File: src/hdl/madt_pkg.sv
// ----------------------------------------------------------------------------
// madt_pkg
// types and constants of the alarm deadline table
// ----------------------------------------------------------------------------
package madt_pkg;

  localparam int MODE_W   = 2;
  localparam int NOW_W    = 32;
  localparam int DELAY_W  = 25;
  localparam int ID_W     = 16;
  localparam int TIME_W   = 33;
  localparam int TOL_W    = 4;
  localparam int STATUS_W = 3;
  localparam int PCNT_W   = 4;

  localparam logic [MODE_W-1:0] MODE_SET    = 2'd0;
  localparam logic [MODE_W-1:0] MODE_CANCEL = 2'd1;
  localparam logic [MODE_W-1:0] MODE_TICK   = 2'd2;

  localparam logic [STATUS_W-1:0] ST_OK        = 3'd0;
  localparam logic [STATUS_W-1:0] ST_BAD_DELAY = 3'd1;
  localparam logic [STATUS_W-1:0] ST_FULL      = 3'd2;
  localparam logic [STATUS_W-1:0] ST_NOT_FOUND = 3'd3;
  localparam logic [STATUS_W-1:0] ST_NONE_DUE  = 3'd4;

  localparam logic [TOL_W-1:0] TOL_RESET = 4'd1;
  localparam logic [ID_W-1:0]  ID_FIRST  = 16'd1;
  localparam logic [ID_W-1:0]  ID_LAST   = 16'hFFFF;
  localparam logic [ID_W-1:0]  ID_NONE   = 16'd0;

  typedef struct packed {
    logic [TIME_W-1:0] fire;
    logic [ID_W-1:0]   ident;
  } entry_t;

  typedef struct packed {
    logic shift;
    logic load;
  } cell_ctrl_t;

endpackage

File: src/hdl/madt_cell.sv
// ----------------------------------------------------------------------------
// madt_cell
// one queue cell: loads a new value or takes its right neighbor's value
// ----------------------------------------------------------------------------
module madt_cell import madt_pkg::*; #(
  parameter int W = 16
) (
  input  logic         clk,
  input  cell_ctrl_t   ctrl,
  input  logic [W-1:0] load_data,
  input  logic [W-1:0] right_data,
  output logic [W-1:0] q
);

  logic [W-1:0] data_r;

  always_ff @(posedge clk) begin
    priority if (ctrl.load) begin
      data_r <= load_data;
    end else if (ctrl.shift) begin
      data_r <= right_data;
    end else begin
      data_r <= data_r;
    end
  end

  assign q = data_r;

endmodule

File: src/hdl/multi_alarm_deadline_table.sv
// ----------------------------------------------------------------------------
// multi_alarm_deadline_table
// ordered table of one-shot alarms kept in a row of queue cells
//
//   channel | direction | ports
//   in      | in        | in_valid in_ready in_mode in_now_seconds ...
//   out     | out       | out_valid out_ready out_status ... out_next_delay
//   cfg     | in        | cfg_valid cfg_ready cfg_fire_tolerance
//
// set: FIN and EMIT states lie between accept and result; cancel and tick
// scan: one cell popped per cycle from the row head, kept entries pushed
// back at the tail; a tick then gives one result per cycle per fired alarm
// while out_ready holds. in_ready is high only while no item is at work; out
// register holds a result until taken. reset: empty table, next id 1.
// ----------------------------------------------------------------------------
module multi_alarm_deadline_table import madt_pkg::*; #(
  parameter int MAX_ALARMS = 8
) (
  input  logic                clk,
  input  logic                rst_n,
  input  logic                in_valid,
  output logic                in_ready,
  input  logic [MODE_W-1:0]   in_mode,
  input  logic [NOW_W-1:0]    in_now_seconds,
  input  logic [DELAY_W-1:0]  in_delay_seconds,
  input  logic [ID_W-1:0]     in_target_id,
  output logic                out_valid,
  input  logic                out_ready,
  output logic [STATUS_W-1:0] out_status,
  output logic [ID_W-1:0]     out_alarm_id,
  output logic                out_last,
  output logic [PCNT_W-1:0]   out_pending_count,
  output logic                out_any_pending,
  output logic [TIME_W-1:0]   out_next_delay,
  input  logic                cfg_valid,
  output logic                cfg_ready,
  input  logic [TOL_W-1:0]    cfg_fire_tolerance
);

  localparam int CW = $clog2(MAX_ALARMS + 1);
  localparam int EW = $bits(entry_t);

  localparam logic [1:0] S_IDLE = 2'd0;
  localparam logic [1:0] S_SCAN = 2'd1;
  localparam logic [1:0] S_FIN  = 2'd2;
  localparam logic [1:0] S_EMIT = 2'd3;

  logic [1:0]          state_r, state_nxt;
  logic [CW-1:0]       count_r, count_nxt;
  logic [ID_W-1:0]     id_r, id_nxt;
  logic [TOL_W-1:0]    tol_r;
  logic [CW-1:0]       left_r, left_nxt;
  logic [CW-1:0]       len_r, len_nxt;
  logic [CW-1:0]       fq_len_r, fq_len_nxt;
  logic                hit_r, hit_nxt;
  logic                have_min_r, have_min_nxt;
  logic                out_valid_r, out_valid_nxt;

  logic [MODE_W-1:0]   mode_r, mode_nxt;
  logic [NOW_W-1:0]    now_r, now_nxt;
  logic [TIME_W-1:0]   limit_r, limit_nxt;
  logic [ID_W-1:0]     target_r, target_nxt;
  logic [TIME_W-1:0]   min_acc_r, min_acc_nxt;
  logic [TIME_W-1:0]   tbl_min_r, tbl_min_nxt;
  logic [STATUS_W-1:0] res_status_r, res_status_nxt;
  logic [ID_W-1:0]     res_id_r, res_id_nxt;
  logic [TIME_W-1:0]   nd_r, nd_nxt;
  logic [STATUS_W-1:0] ostatus_r, ostatus_nxt;
  logic [ID_W-1:0]     oid_r, oid_nxt;
  logic                olast_r, olast_nxt;
  logic [PCNT_W-1:0]   opcnt_r, opcnt_nxt;
  logic                oany_r, oany_nxt;
  logic [TIME_W-1:0]   ond_r, ond_nxt;
  logic                out_load;

  entry_t              tbl_q [MAX_ALARMS];
  logic [ID_W-1:0]     fq_q  [MAX_ALARMS];
  entry_t              head;
  entry_t              tbl_din;
  logic                tbl_shift, tbl_load;
  logic [CW-1:0]       tbl_widx;
  logic                fq_shift, fq_load;
  logic [CW-1:0]       fq_widx;
  logic [TIME_W-1:0]   set_fire;
  logic [TIME_W-1:0]   now_ext;
  logic                head_drop;
  logic [CW+PCNT_W-1:0] count_ext;

  // row of table cells and row of fired-id cells
  for (genvar i = 0; i < MAX_ALARMS; i++) begin : g_cells
    cell_ctrl_t      tctrl, fctrl;
    logic [EW-1:0]   t_right, t_q;
    logic [ID_W-1:0] f_right;

    assign tctrl.shift = tbl_shift;
    assign tctrl.load  = tbl_load && (tbl_widx == CW'(i));
    assign fctrl.shift = fq_shift;
    assign fctrl.load  = fq_load && (fq_widx == CW'(i));

    if (i == MAX_ALARMS - 1) begin : g_tail
      assign t_right = t_q;
      assign f_right = fq_q[i];
    end else begin : g_mid
      assign t_right = tbl_q[i+1];
      assign f_right = fq_q[i+1];
    end

    madt_cell #(.W(EW)) u_tcell (
      .clk        (clk),
      .ctrl       (tctrl),
      .load_data  (tbl_din),
      .right_data (t_right),
      .q          (t_q)
    );
    assign tbl_q[i] = t_q;

    madt_cell #(.W(ID_W)) u_fcell (
      .clk        (clk),
      .ctrl       (fctrl),
      .load_data  (head.ident),
      .right_data (f_right),
      .q          (fq_q[i])
    );
  end

  assign head      = tbl_q[0];
  assign set_fire  = {1'b0, in_now_seconds} + {{(TIME_W-DELAY_W){1'b0}}, in_delay_seconds};
  assign now_ext   = {1'b0, now_r};
  assign head_drop = (mode_r == MODE_TICK) ? (head.fire <= limit_r)
                                           : (head.ident == target_r);
  assign count_ext = {{PCNT_W{1'b0}}, count_r};

  always_comb begin
    state_nxt      = state_r;
    count_nxt      = count_r;
    id_nxt         = id_r;
    left_nxt       = left_r;
    len_nxt        = len_r;
    fq_len_nxt     = fq_len_r;
    hit_nxt        = hit_r;
    have_min_nxt   = have_min_r;
    mode_nxt       = mode_r;
    now_nxt        = now_r;
    limit_nxt      = limit_r;
    target_nxt     = target_r;
    min_acc_nxt    = min_acc_r;
    tbl_min_nxt    = tbl_min_r;
    res_status_nxt = res_status_r;
    res_id_nxt     = res_id_r;
    nd_nxt         = nd_r;
    tbl_shift      = 1'b0;
    tbl_load       = 1'b0;
    tbl_widx       = len_r - CW'(1);
    tbl_din        = head;
    fq_shift       = 1'b0;
    fq_load        = 1'b0;
    fq_widx        = fq_len_r;
    out_load       = 1'b0;
    ostatus_nxt    = res_status_r;
    oid_nxt        = res_id_r;
    olast_nxt      = 1'b1;
    opcnt_nxt      = count_ext[PCNT_W-1:0];
    oany_nxt       = (count_r != '0);
    ond_nxt        = nd_r;
    out_valid_nxt  = out_valid_r;

    if (out_valid_r && out_ready) begin
      out_valid_nxt = 1'b0;
    end

    unique case (state_r)
      S_IDLE: begin
        if (in_valid) begin
          mode_nxt   = in_mode;
          now_nxt    = in_now_seconds;
          target_nxt = in_target_id;
          limit_nxt  = {1'b0, in_now_seconds} + {{(TIME_W-TOL_W){1'b0}}, tol_r};
          unique case (in_mode)
            MODE_SET: begin
              state_nxt = S_FIN;
              priority if (in_delay_seconds == '0) begin
                res_status_nxt = ST_BAD_DELAY;
                res_id_nxt     = ID_NONE;
              end else if (count_r >= CW'(MAX_ALARMS)) begin
                res_status_nxt = ST_FULL;
                res_id_nxt     = ID_NONE;
              end else begin
                tbl_load       = 1'b1;
                tbl_widx       = count_r;
                tbl_din        = '{fire: set_fire, ident: id_r};
                count_nxt      = count_r + CW'(1);
                id_nxt         = (id_r == ID_LAST) ? ID_FIRST : id_r + ID_FIRST;
                tbl_min_nxt    = (count_r == '0 || set_fire < tbl_min_r) ? set_fire
                                                                         : tbl_min_r;
                res_status_nxt = ST_OK;
                res_id_nxt     = id_r;
              end
            end
            MODE_CANCEL, MODE_TICK: begin
              state_nxt    = S_SCAN;
              left_nxt     = count_r;
              len_nxt      = count_r;
              fq_len_nxt   = '0;
              hit_nxt      = 1'b0;
              have_min_nxt = 1'b0;
            end
            default: begin
              state_nxt      = S_FIN;
              res_status_nxt = ST_OK;
              res_id_nxt     = ID_NONE;
            end
          endcase
        end
      end
      S_SCAN: begin
        if (left_r == '0) begin
          state_nxt   = S_FIN;
          count_nxt   = len_r;
          tbl_min_nxt = min_acc_r;
          if (mode_r == MODE_CANCEL) begin
            res_status_nxt = hit_r ? ST_OK : ST_NOT_FOUND;
            res_id_nxt     = hit_r ? target_r : ID_NONE;
          end else begin
            res_status_nxt = (fq_len_r == '0) ? ST_NONE_DUE : ST_OK;
            res_id_nxt     = ID_NONE;
          end
        end else begin
          tbl_shift = 1'b1;
          left_nxt  = left_r - CW'(1);
          if (head_drop) begin
            len_nxt = len_r - CW'(1);
            if (mode_r == MODE_TICK) begin
              fq_load    = 1'b1;
              fq_len_nxt = fq_len_r + CW'(1);
            end else begin
              hit_nxt = 1'b1;
            end
          end else begin
            tbl_load     = 1'b1;
            have_min_nxt = 1'b1;
            if (!have_min_r || head.fire < min_acc_r) begin
              min_acc_nxt = head.fire;
            end
          end
        end
      end
      S_FIN: begin
        state_nxt = S_EMIT;
        nd_nxt    = (count_r != '0 && tbl_min_r > now_ext) ? tbl_min_r - now_ext
                                                           : '0;
      end
      S_EMIT: begin
        if (!out_valid_r || out_ready) begin
          out_load      = 1'b1;
          out_valid_nxt = 1'b1;
          if (mode_r == MODE_TICK && fq_len_r != '0) begin
            ostatus_nxt = ST_OK;
            oid_nxt     = fq_q[0];
            olast_nxt   = (fq_len_r == CW'(1));
            fq_shift    = 1'b1;
            fq_len_nxt  = fq_len_r - CW'(1);
            if (fq_len_r == CW'(1)) begin
              state_nxt = S_IDLE;
            end
          end else begin
            state_nxt = S_IDLE;
          end
        end
      end
      default: begin
        state_nxt = S_IDLE;
      end
    endcase
  end

  always_ff @(posedge clk) begin
    if (!rst_n) begin
      state_r     <= S_IDLE;
      count_r     <= '0;
      id_r        <= ID_FIRST;
      tol_r       <= TOL_RESET;
      left_r      <= '0;
      len_r       <= '0;
      fq_len_r    <= '0;
      hit_r       <= 1'b0;
      have_min_r  <= 1'b0;
      out_valid_r <= 1'b0;
    end else begin
      state_r     <= state_nxt;
      count_r     <= count_nxt;
      id_r        <= id_nxt;
      left_r      <= left_nxt;
      len_r       <= len_nxt;
      fq_len_r    <= fq_len_nxt;
      hit_r       <= hit_nxt;
      have_min_r  <= have_min_nxt;
      out_valid_r <= out_valid_nxt;
      if (cfg_valid) begin
        tol_r <= cfg_fire_tolerance;
      end
    end
  end

  always_ff @(posedge clk) begin
    mode_r       <= mode_nxt;
    now_r        <= now_nxt;
    limit_r      <= limit_nxt;
    target_r     <= target_nxt;
    min_acc_r    <= min_acc_nxt;
    tbl_min_r    <= tbl_min_nxt;
    res_status_r <= res_status_nxt;
    res_id_r     <= res_id_nxt;
    nd_r         <= nd_nxt;
    if (out_load) begin
      ostatus_r <= ostatus_nxt;
      oid_r     <= oid_nxt;
      olast_r   <= olast_nxt;
      opcnt_r   <= opcnt_nxt;
      oany_r    <= oany_nxt;
      ond_r     <= ond_nxt;
    end
  end

  assign in_ready          = (state_r == S_IDLE);
  assign cfg_ready         = 1'b1;
  assign out_valid         = out_valid_r;
  assign out_status        = ostatus_r;
  assign out_alarm_id      = oid_r;
  assign out_last          = olast_r;
  assign out_pending_count = opcnt_r;
  assign out_any_pending   = oany_r;
  assign out_next_delay    = ond_r;

endmodule

File: config.mk
export PLATFORM = sky130hd
export DESIGN_NAME = multi_alarm_deadline_table
export DESIGN_NICKNAME = d
export VERILOG_FILES = /design/src/hdl/madt_pkg.sv /design/src/hdl/madt_cell.sv /design/src/hdl/multi_alarm_deadline_table.sv
export SDC_FILE = /design/constraint.sdc
export NUM_CORES = 1
export LEC_CHECK = 0
export ABC_AREA = 1
export CORE_ASPECT_RATIO = 1.4
export CORE_MARGIN = 8
export CORE_UTILIZATION = 55
export DETAILED_ROUTE_END_ITERATION = 16
export DONT_BUFFER_PORTS = 1
export PLACE_DENSITY = 0.72
export SLEW_MARGIN = 20
export SYNTH_ARGS = -nofsm -noshare
export SYNTH_HDL_FRONTEND = slang
export SYNTH_SLANG_ARGS = --single-unit
File: constraint.sdc
create_clock -name clk -period 13.9 [get_ports clk]
set_input_delay 4.17 -clock clk [delete_from_list [all_inputs] [get_ports clk]]
set_output_delay 4.17 -clock clk [all_outputs]
set_load 0.02 [all_outputs]
==> Word-level counts from Yosys, hierarchy flattened <==
Cells that the tools add are included.
{ "totals": {"out_inout_bits": 61, "inputBits": 84, "ff_bits": 820, "wordCells": 289} }
{ "classes": {"bitwise": 4, "add_sub_neg": 9, "n_lt_le_gt_ge": 5, "reduce_logical": 63, "mux": 128, "eq_ne": 39} }
{ "op_table": {"columns": ["operator", "n"], "rows": [
  ["$mux W49", 19],
  ["$mux W16", 24],
  ["$mux W33", 6],
  ["$mux W4", 22],
  ["$lt A33 B33 Y1", 2],
  ["$pmux W33 S2", 1],
  ["$pmux W16 S2", 2],
  ["$add A32 B25 Y33", 1],
  ["$add A32 B4 Y33", 1],
  ["$gt A33 B32 Y1", 1],
  ["$le A33 B33 Y1", 1],
  ["$sub A33 B32 Y33", 1],
  ["$eq A4 B3 Y1 const B", 8],
  ["$reduce_bool A2 Y1", 15],
  ["$mux W1", 28],
  ["$logic_not A25 Y1", 1],
  ["$ne A2 B2 Y1 const B", 12],
  ["$pmux W4 S2", 3],
  ["$mux W3", 7],
  ["$logic_and A1 B1 Y1", 19],
  ["$mux W2", 9],
  ["$add A16 B1 Y16 const B", 1],
  ["$eq A16 B16 Y1", 1],
  ["$eq A16 B16 Y1 const B", 1],
  ["other kinds (28)", 62]
]} }

==> Logic depth before layout (Yosys ltp) <==
Gate-level depths: netlist of the first run.
{ "depth": {"word_depth": 9, "mapped_depth": 21, "depth_no_buf": 20} }

==> Hierarchy <==
From an unflattened synthesis of the first run, not the netlist that was laid out.
{ "unflattened": {"cells_unflattened": 4595, "hier_area_um2": 42310.6} }
{ "by_module_without_submodules": {"columns": ["mod", "cells_per_inst", "n_inst", "area_per_inst_um2", "seq_area_each_um2"], "rows": [
  ["multi_alarm_deadline_table", 2371, 1, 19658.9, 8598.2],
  ["madt_cell at g_cells[0].u_tcell ...", 209, 8, 2100.8, 1471.4],
  ["madt_cell at g_cells[0].u_fcell ...", 69, 8, 730.7, 480.5]
]} }

==> Least setup slack after synthesis of the first run <==
Ideal clock, no wire load.
{ "synth_path": {"path_type": "input to register", "from": "input port in_delay_seconds[3]", "to": "register g_cells[7].u_tcell.data_r[0] (enable)", "slack_ps": 4556, "stages": 9, "required_ps": 13374, "t_arrival_ps": 8817, "path_buffers": 1, "setup_time_ps": 526, "cell_sequence": "or2_1 > nor3_2 > nand3_2 > nand3_2 > buf_6 > nor2_2 > nor2_4 > nand2_1 > nor3b_1"} }
{ "synth_lines": {"columns": ["item", "line", "rtl"], "rows": [
  ["from (decl)", "multi_alarm_deadline_table.sv:25", "input logic [DELAY_W-1:0] in_delay_seconds,"],
  ["to (signal assigned)", "madt_cell.sv:19", "data_r <= load_data;"],
  ["to (signal assigned)", "madt_cell.sv:21", "data_r <= right_data;"],
  ["to (signal assigned)", "madt_cell.sv:23", "data_r <= data_r;"],
  ["to (decl)", "madt_cell.sv:15", "logic [W-1:0] data_r;"]
]} }

==> Worst setup path in the final report of the first run <==
{ "layout_path": {"from": "input port in_delay_seconds[23]", "to": "register g_cells[2].u_tcell.data_r[37] (enable)"} }
{ "layout_between": {"elab_chain_cells": 8, "word_cells_on_any_way": 12, "classes_between": "eq/ne: 1; mux: 8; reduce/logical: 3"} }
{ "layout_rtl": {"columns": ["item", "line", "rtl"], "rows": [
  ["$logic_not A25 Y1 *", "multi_alarm_deadline_table.sv:181", "priority if (in_delay_seconds == '0) begin"],
  ["$mux W4", "multi_alarm_deadline_table.sv:181", null],
  ["$mux W4", "multi_alarm_deadline_table.sv:178", "unique case (in_mode)"],
  ["$mux W4", "multi_alarm_deadline_table.sv:173", "if (in_valid) begin"],
  ["$mux W4", "multi_alarm_deadline_table.sv:171", "unique case (state_r)"],
  ["$eq A4 B2 Y1", "multi_alarm_deadline_table.sv:96", "assign tctrl.load = tbl_load && (tbl_widx == CW'(i));"],
  ["$logic_and A1 B1 Y1 *", "multi_alarm_deadline_table.sv:96", null],
  ["$reduce_bool A2 Y1 (no source line) *", null, null],
  ["to (signal assigned)", "madt_cell.sv:19", null],
  ["to (signal assigned)", "madt_cell.sv:21", null],
  ["to (signal assigned)", "madt_cell.sv:23", null],
  ["to (decl)", "madt_cell.sv:15", null]
]} }
Every way passes the cells marked *; elsewhere a longest branch is shown, timed or not.
A chain may end at the register's enable or synchronous reset.

==> flow_metrics.py, run 1 <==
metrics = {
    "clocking": {
        "tritoncts": "done",
        "cts_root_buf": "clkbuf_16",
        "post-cts-setup-buffer-count": 0,
        "clk_pin_slew_ns": 0.06,
        "clock_path_buffers": 3,
        "clock_latency_ns": 0.66,
        "cts.sinks": 820,
        "cts-htree-levels": 3,
        "cts-buffers-inserted": 79,
        "cts_resized": 0,
        "ctsHoldBuffers": 0,
    },
    "timing": {
        "slew_headroom_pct": 28.4,
        "tightestPinTransition_ns": 1.07,
        "hold_slack_ns": 0.404,
        "report.final.slew_viol_count": 0,
        "rsz0062_at_grt": "no",
        "fmax_mhz": 107,
        "fin_crit_ns": 9.32,
        "fin_crit_sh_pct": 67.1,
        "totalNegativeSetupSlack_ns": 0,
        "timing.final.ws_setup_ns": 4.58,
        "finClkSkew_ns": 0.0366,
        "finalSetupViolCount": 0,
        "hold_violations": 0,
    },
    "die": {
        "die_w_um": 248,
        "die_area_um2": 84200,
        "core_um2": 74700,
        "die_h_um": 340,
        "initial_core_util_pct": 55.2,
        "io_pins": 145,
        "rows": 119,
    },
    "placed_design": {
        "gp_congestion": 1.01,
        "place_area_um2": 41900,
        "dp.cells": 5153,
        "place_ws_ns": 3.87,
        "portBuffers": 0,
        "dp_hpwl_um": 73800,
    },
    "synth": {
        "ys_top_cells_by_area": "edfxtp_1, nand2_1, nand3_1",
        "syn_area_um2": 41300,
        "synthCells": 4338,
        "yosys.area.top_type": "edfxtp_1",
        "synth_top_area_share_pct": 56.7,
        "synth-main-ff-cell": "edfxtp_1",
        "synthArstFlopShare_pct": 0,
        "ys_seq_elements": 820,
        "synth_nets": 4597,
        "netlist_top_cells_count": "nand2_1, edfxtp_1, nand3_1",
        "synth_edf_count": 779,
        "syn-mean-instance-area_um2": 9.52,
        "synthDistinctLibCells": 50,
        "yosysSeqAreaShare_pct": 58.6,
        "synth_most_common_cell": "nand2_1",
        "yosysWarnings": 0,
    },
    "final_layout": {
        "nets": 4529,
        "seq_area_um2": 24200,
        "drive_gt1_share_pct": 4.48,
        "multi_input_area_um2": 14900,
        "nFillCells": 6147,
        "stdcell_count": 5300,
        "fin_area_um2": 44600,
        "syn_to_final_growth_pct": 8.05,
    },
    "hold_path": {
        "hold_depth": 0,
        "worstHoldPathType": "reg2reg",
    },
    "critical_path": {
        "worstPathRequired_ns": 14.15,
        "end_kind": "flop",
        "worstPathCellList": "nor3_1 > and3_1 > nand3_2 > nand3_4 > buf_4 > nand2_1 > nand2_1 > nand2_2 > nor2_4 > nand2_2 > nand2_2",
        "cp.arrival_ns": 9.57,
        "r2r_cells": 14,
        "critPathSlowestCell": "nand2_2",
        "crit_top_cell": "nand2_2",
        "worst-setup-path-type": "in2reg",
        "critical_path.startpoint_type": "input port",
        "crit_fanout": 87,
        "cpPeakStageDelay_ns": 1.04,
    },
    "global_route": {
        "grtUsageMet1_pct": 30.0,
        "grt_max_degree": 149,
        "grt-busiest-layer": "met2",
        "grt_use_met3_pct": 3.35,
        "gr-usage-met2_pct": 38.0,
        "grt.total_usage_pct": 22.9,
        "grt.overflow.total": 0,
        "grt_pass1_vias": 27443,
        "antenna_found_initial": 4,
        "grt_pass1_wl_um": 152000,
    },
    "drt": {
        "drt-initial-drc-count": 2428,
        "postRouteAntennaNets": 0,
        "via_per_inst": 5.57,
        "wl_per_cell_um": 18.4,
        "firstDrtPassIters": 5,
        "wirelength_um": 97600,
        "vias": 29495,
        "drcViolationCount": 0,
    },
    "power_and_ir_drop": {
        "clkPwrFrac_pct": 25.5,
        "p_comb_share_pct": 30.0,
        "ir_drop_v": 0.000151,
        "pwr-share-seq_pct": 44.5,
        "power_switching_w": 0.00304,
        "intPower_w": 0.00540,
        "power.density_nw_per_um2": 189,
        "p_sw_share_pct": 36.0,
        "p_leak_nw": 18.5,
    },
    "run_status": {
        "status": "completed",
    },
    "run": {
        "drv.max_cap_violation_count": 0,
    },
}
cell families (layout without fill, tap and decap cells):
kind of cell    count (synthesis)  count (layout)  share of synthesized area (%)
buf+inv                       556             549                           5.53
flops                         820             820                           58.6
fa+ha+maj                     175             175                           5.36
other cells                     1               2                        0.00908
compound gates                486             486                           6.37
xor+xnor                       83              83                           1.76
simple gates                 2217            2217                           22.3
through the flow:
step | util (%) | power, W
finish | 59.7 | 0.00844
CTS | 59.5 | 0.00841
global placement | 56.1 | 0.00620
global route | 59.7 | 0.00891
floorplan | - | 0.00557
detailed placement | 56.1 | 0.00627
state kept, by name, summed over array words and instances, names as in the netlist, 32 cells and up:
name and flops:
g_cells.u_fcell.q 128, now_r 32, limit_r 33, nd_r 33, min_acc_r 33, tbl_min_r 33
out_next_delay 33, g_cells.u_tcell.q 392
critical path, delay by kind of cell:
kind                   cells  cell delay (ns)
buffers and inverters      1             0.77
and+or+nand+nor           10             4.57
cells in the final DEF (no fill, tap or decap), types with 4 or more instances in the layout:
cell,instances
nand2_1,1398
and2_1,14
a21oi_1,170
nand4_1,25
clkinv_2,10
clkbuf_16,79
nor2_4,9
nand2_2,14
a21o_1,5
inv_1,382
ha_1,172
clkbuf_1,21
dfxtp_1,41
clkinvlp_4,5
buf_4,17
o21ai_0,229
clkinv_1,14
nand3b_1,11
a31oi_1,12
edfxtp_1,779
o21ai_2,11
bufinv_16,7
nor4_1,13
o22ai_1,15
nand3_1,443
clkinv_16,4
nor3_1,39
or2_2,9
buf_16,4
o21ai_1,4
a21oi_2,7
a211oi_1,7
o211ai_1,5
nor2_1,227
o21a_1,7
xor2_1,50
xnor2_1,33
worst paths after layout:
check                                              start                       end  slack (ns)
worst max-delay path                in_delay_seconds[23]  g_cells[2].u_tcell.q[37]        4.58
worst max register to register  g_cells[0].u_tcell.q[42]  g_cells[5].u_tcell.q[31]        7.58
worst min register to register                  nd_r[19]        out_next_delay[19]        0.40
worst min-delay path                            nd_r[19]        out_next_delay[19]        0.40
per-layer routing:
| metal | up-vias | part of all wire (%) | wire length [um] |
|---|---|---|---|
| met5 | - | 0.040 | 39 |
| met4 | 6 | 3.8 | 3720 |
| met3 | 194 | 6.8 | 6670 |
| met2 | 1015 | 48 | 46700 |
| met1 | 13752 | 41 | 40500 |
| li1 | 14528 | - | - |
power groups by stage:
stage	clock network [W]	logic, W	registers, W
floorplan	0	0.00184	0.00372
global placement	0	0.00241	0.00379
detailed placement	0	0.00246	0.00380
CTS	0.00218	0.00248	0.00375
global route	0.00227	0.00283	0.00380
finish	0.00215	0.00253	0.00375
cell type report:
type                            instances  share of cell area, %
Clock buffer                          101                   4.64
Tap cell                              968                   2.71
Clock inverter                         41                   1.16
Timing Repair Buffer                   21                  0.533
Sequential cell                       820                   54.3
Inverter                              386                   3.25
Antenna cell                            1                0.00561
Multi-Input combinational cell       2962                   33.4
No activity file was read; power rests on OpenSTA's default activity.
==> inputs of run 2 (changes only) <==
==> constraint.sdc (replaced) <==
create_clock -name clk -period 8.7 [get_ports clk]
set_input_delay 2.61 -clock clk [delete_from_list [all_inputs] [get_ports clk]]
set_output_delay 2.61 -clock clk [all_outputs]
set_load 0.02 [all_outputs]
==> run 2 against run 1 <==
Effect of this change:
- utilization fell by 0.11 points
- hold slack improved by 0.013 ns
- register-to-register slack got worse by 4.2 ns
- critical path depth rose by 8
- sequential share of layout area rose by 0.096 points
- via count rose by 0.72%
- critical path type unchanged
==> flow_metrics.py, run 2 (same netlist as run 1, synthesis figures left out) <==
metrics = {
    "die": {
        "rows": 119,
        "die_w_um": 248,
        "die_area_um2": 84200,
        "io_pins": 145,
        "core_um2": 74700,
        "die_h_um": 340,
        "initial_core_util_pct": 55.2,
    },
    "final_layout": {
        "nets": 4537,
        "nFillCells": 6242,
        "antenna_cells": 0,
        "largest_reg_flops": 392,
        "seq_area_um2": 24200,
        "syn_to_final_growth_pct": 7.86,
        "mostFrequentLayoutCells": "nand2_1, edfxtp_1, nand3_1, inv_1, o21ai_0",
        "layout_commonest_cell": "nand2_1",
        "fin_util_pct": 59.6,
        "drive_gt1_share_pct": 4.61,
        "multi_input_area_um2": 14900,
    },
    "hold_path": {
        "worstHoldPathType": "reg2reg",
        "min_to": "out_next_delay[27]",
        "hold_depth": 0,
        "min-delay-start": "nd_r[27]",
    },
    "drt": {
        "wl_per_cell_um": 18.8,
        "wirelength_um": 100000,
        "firstDrtPassIters": 7,
        "drcViolationCount": 0,
        "vias": 29706,
        "drt-initial-drc-count": 2493,
        "via_per_inst": 5.60,
        "postRouteAntennaNets": 0,
    },
    "clocking": {
        "ctsHoldBuffers": 0,
        "tritoncts": "done",
        "cts-buffers-inserted": 78,
        "cts_root_buf": "clkbuf_16",
        "cts_resized": 0,
        "post-cts-setup-buffer-count": 0,
        "clk_pin_slew_ns": 0.06,
        "cts.sinks": 820,
        "cts-htree-levels": 3,
        "clock_path_buffers": 3,
        "clock_latency_ns": 0.66,
    },
    "critical_path": {
        "r2r_slack_ns": 3.37,
        "r2r-start": "g_cells[0].u_tcell.q[42]",
        "rr_endpoint": "g_cells[4].u_tcell.q[35]",
        "r2r_cells": 14,
        "worst-setup-path-type": "in2reg",
        "critical_path.startpoint_type": "input port",
        "crit_fanout": 33,
        "critPathSlowestCell": "a21oi_4",
        "cpPeakStageDelay_ns": 0.84,
        "cp.arrival_ns": 6.72,
        "end_kind": "flop",
        "crit_top_cell": "nand2_1",
        "worstPathCellList": "ha_1 > inv_1 > fa_1 > o21ai_0 > nand2_1 > nand2_1 > nand2_1 > nand2_1 > nand2_1 > nand2_1 > nand2_1 > and2_1 > ha_1 > a21oi_1 > o21a_1 > o221ai_1 > a21oi_1 > nand3_1 > a21oi_4",
        "worstPathRequired_ns": 8.97,
    },
    "timing": {
        "fin_crit_ns": 6.44,
        "totalNegativeSetupSlack_ns": 0,
        "report.final.slew_viol_count": 0,
        "slew_headroom_pct": 30.9,
        "finalSetupViolCount": 0,
        "fin_crit_sh_pct": 74.0,
        "hold_violations": 0,
        "tightestPinTransition_ns": 1.03,
        "finClkSkew_ns": 0.0221,
        "fmax_mhz": 155,
        "hold_slack_ns": 0.417,
        "rsz0062_at_grt": "no",
    },
    "run": {
        "drv.max_cap_violation_count": 0,
    },
    "power_and_ir_drop": {
        "ir_drop_v": 0.000251,
        "power.density_nw_per_um2": 301,
        "p_leak_nw": 18.5,
    },
    "global_route": {
        "grt.overflow.total": 0,
        "grt.total_usage_pct": 23.6,
        "grt_max_degree": 224,
        "antenna_found_initial": 1,
        "grt_pass1_vias": 28300,
        "grt_pass1_wl_um": 157000,
    },
    "placed_design": {
        "dp_hpwl_um": 75300,
        "portBuffers": 0,
        "gp_congestion": 0.999,
    },
    "run_status": {
        "status": "completed",
    },
}
-- run 2: cell count changes in the layout (fill, tap and decap cells not counted), moves of 2 or more --
cell,change
buf_4,+12
clkinv_1,+12
clkbuf_1,-9
buf_16,-4
nand2_2,-3
nand2_4,+3
clkinv_2,+2
clkinvlp_4,-2
inv_6,+2
-- run 2: worst max-delay path by stage --
stage                             start                 endpoint  slack (ns)  cells past startpoint
finish                in_now_seconds[0]            tbl_min_r[25]        2.26                     19
global route          in_now_seconds[0]            tbl_min_r[29]        1.93                     20
CTS                   in_now_seconds[0]            tbl_min_r[24]        2.30                     19
detailed placement    in_now_seconds[0]            tbl_min_r[28]        1.60                     19
global placement      in_now_seconds[0]            tbl_min_r[28]        1.70                     19
floorplan           in_delay_seconds[3]  g_cells[7].u_tcell.q[0]        0.92                      9
-- run 2: cell type report --
cell class / instances / area share [%]
flip-flops and latches: 820 / 54.4
clock buffers: 90 / 4.48
inverters: 386 / 3.26
well taps: 968 / 2.72
repair buffers: 30 / 0.534
multi-input cells: 2962 / 33.5
clock inverters: 52 / 1.12
-- run 2: where the power goes --
group | internal [W] | switching [W]
Clock | 0.00185 | 0.00151
Sequential | 0.00559 | 0.000418
Combinational | 0.00110 | 0.00293
Total | 0.00853 | 0.00486
-- run 2: per-stage QoR --
stage                     cell area (um^2)  cells  setup slack, ns  total power [W]
final                                44500   5308             2.26           0.0134
after global routing                 44500   5308             1.93           0.0142
after CTS                            44500   5308             2.30           0.0134
after detailed placement             42000   5166             1.60           0.0101
after global placement               42000   5166             1.70          0.00997
after floorplan                      41300   4338            0.916          0.00889
-- run 2: routing by layer --
metal | GRT usage (%) | wire, um | part of all wire, %
met2 | 39.7 | 48600 | 49
met5 | 0 | 13 | 0.013
met3 | 3.67 | 6470 | 6.5
met4 | 10.1 | 4230 | 4.2
met1 | 30.1 | 40700 | 41
-- run 2: worst max-delay path, delay by kind of cell --
| kind | cells | cell delay (ns) |
|---|---|---|
| AOI/OAI and AO/OA | 6 | 2.11 |
| and+or+nand+nor | 9 | 1.07 |
| adders and majority gates | 3 | 0.87 |
| buffers and inverters | 1 | 0.06 |
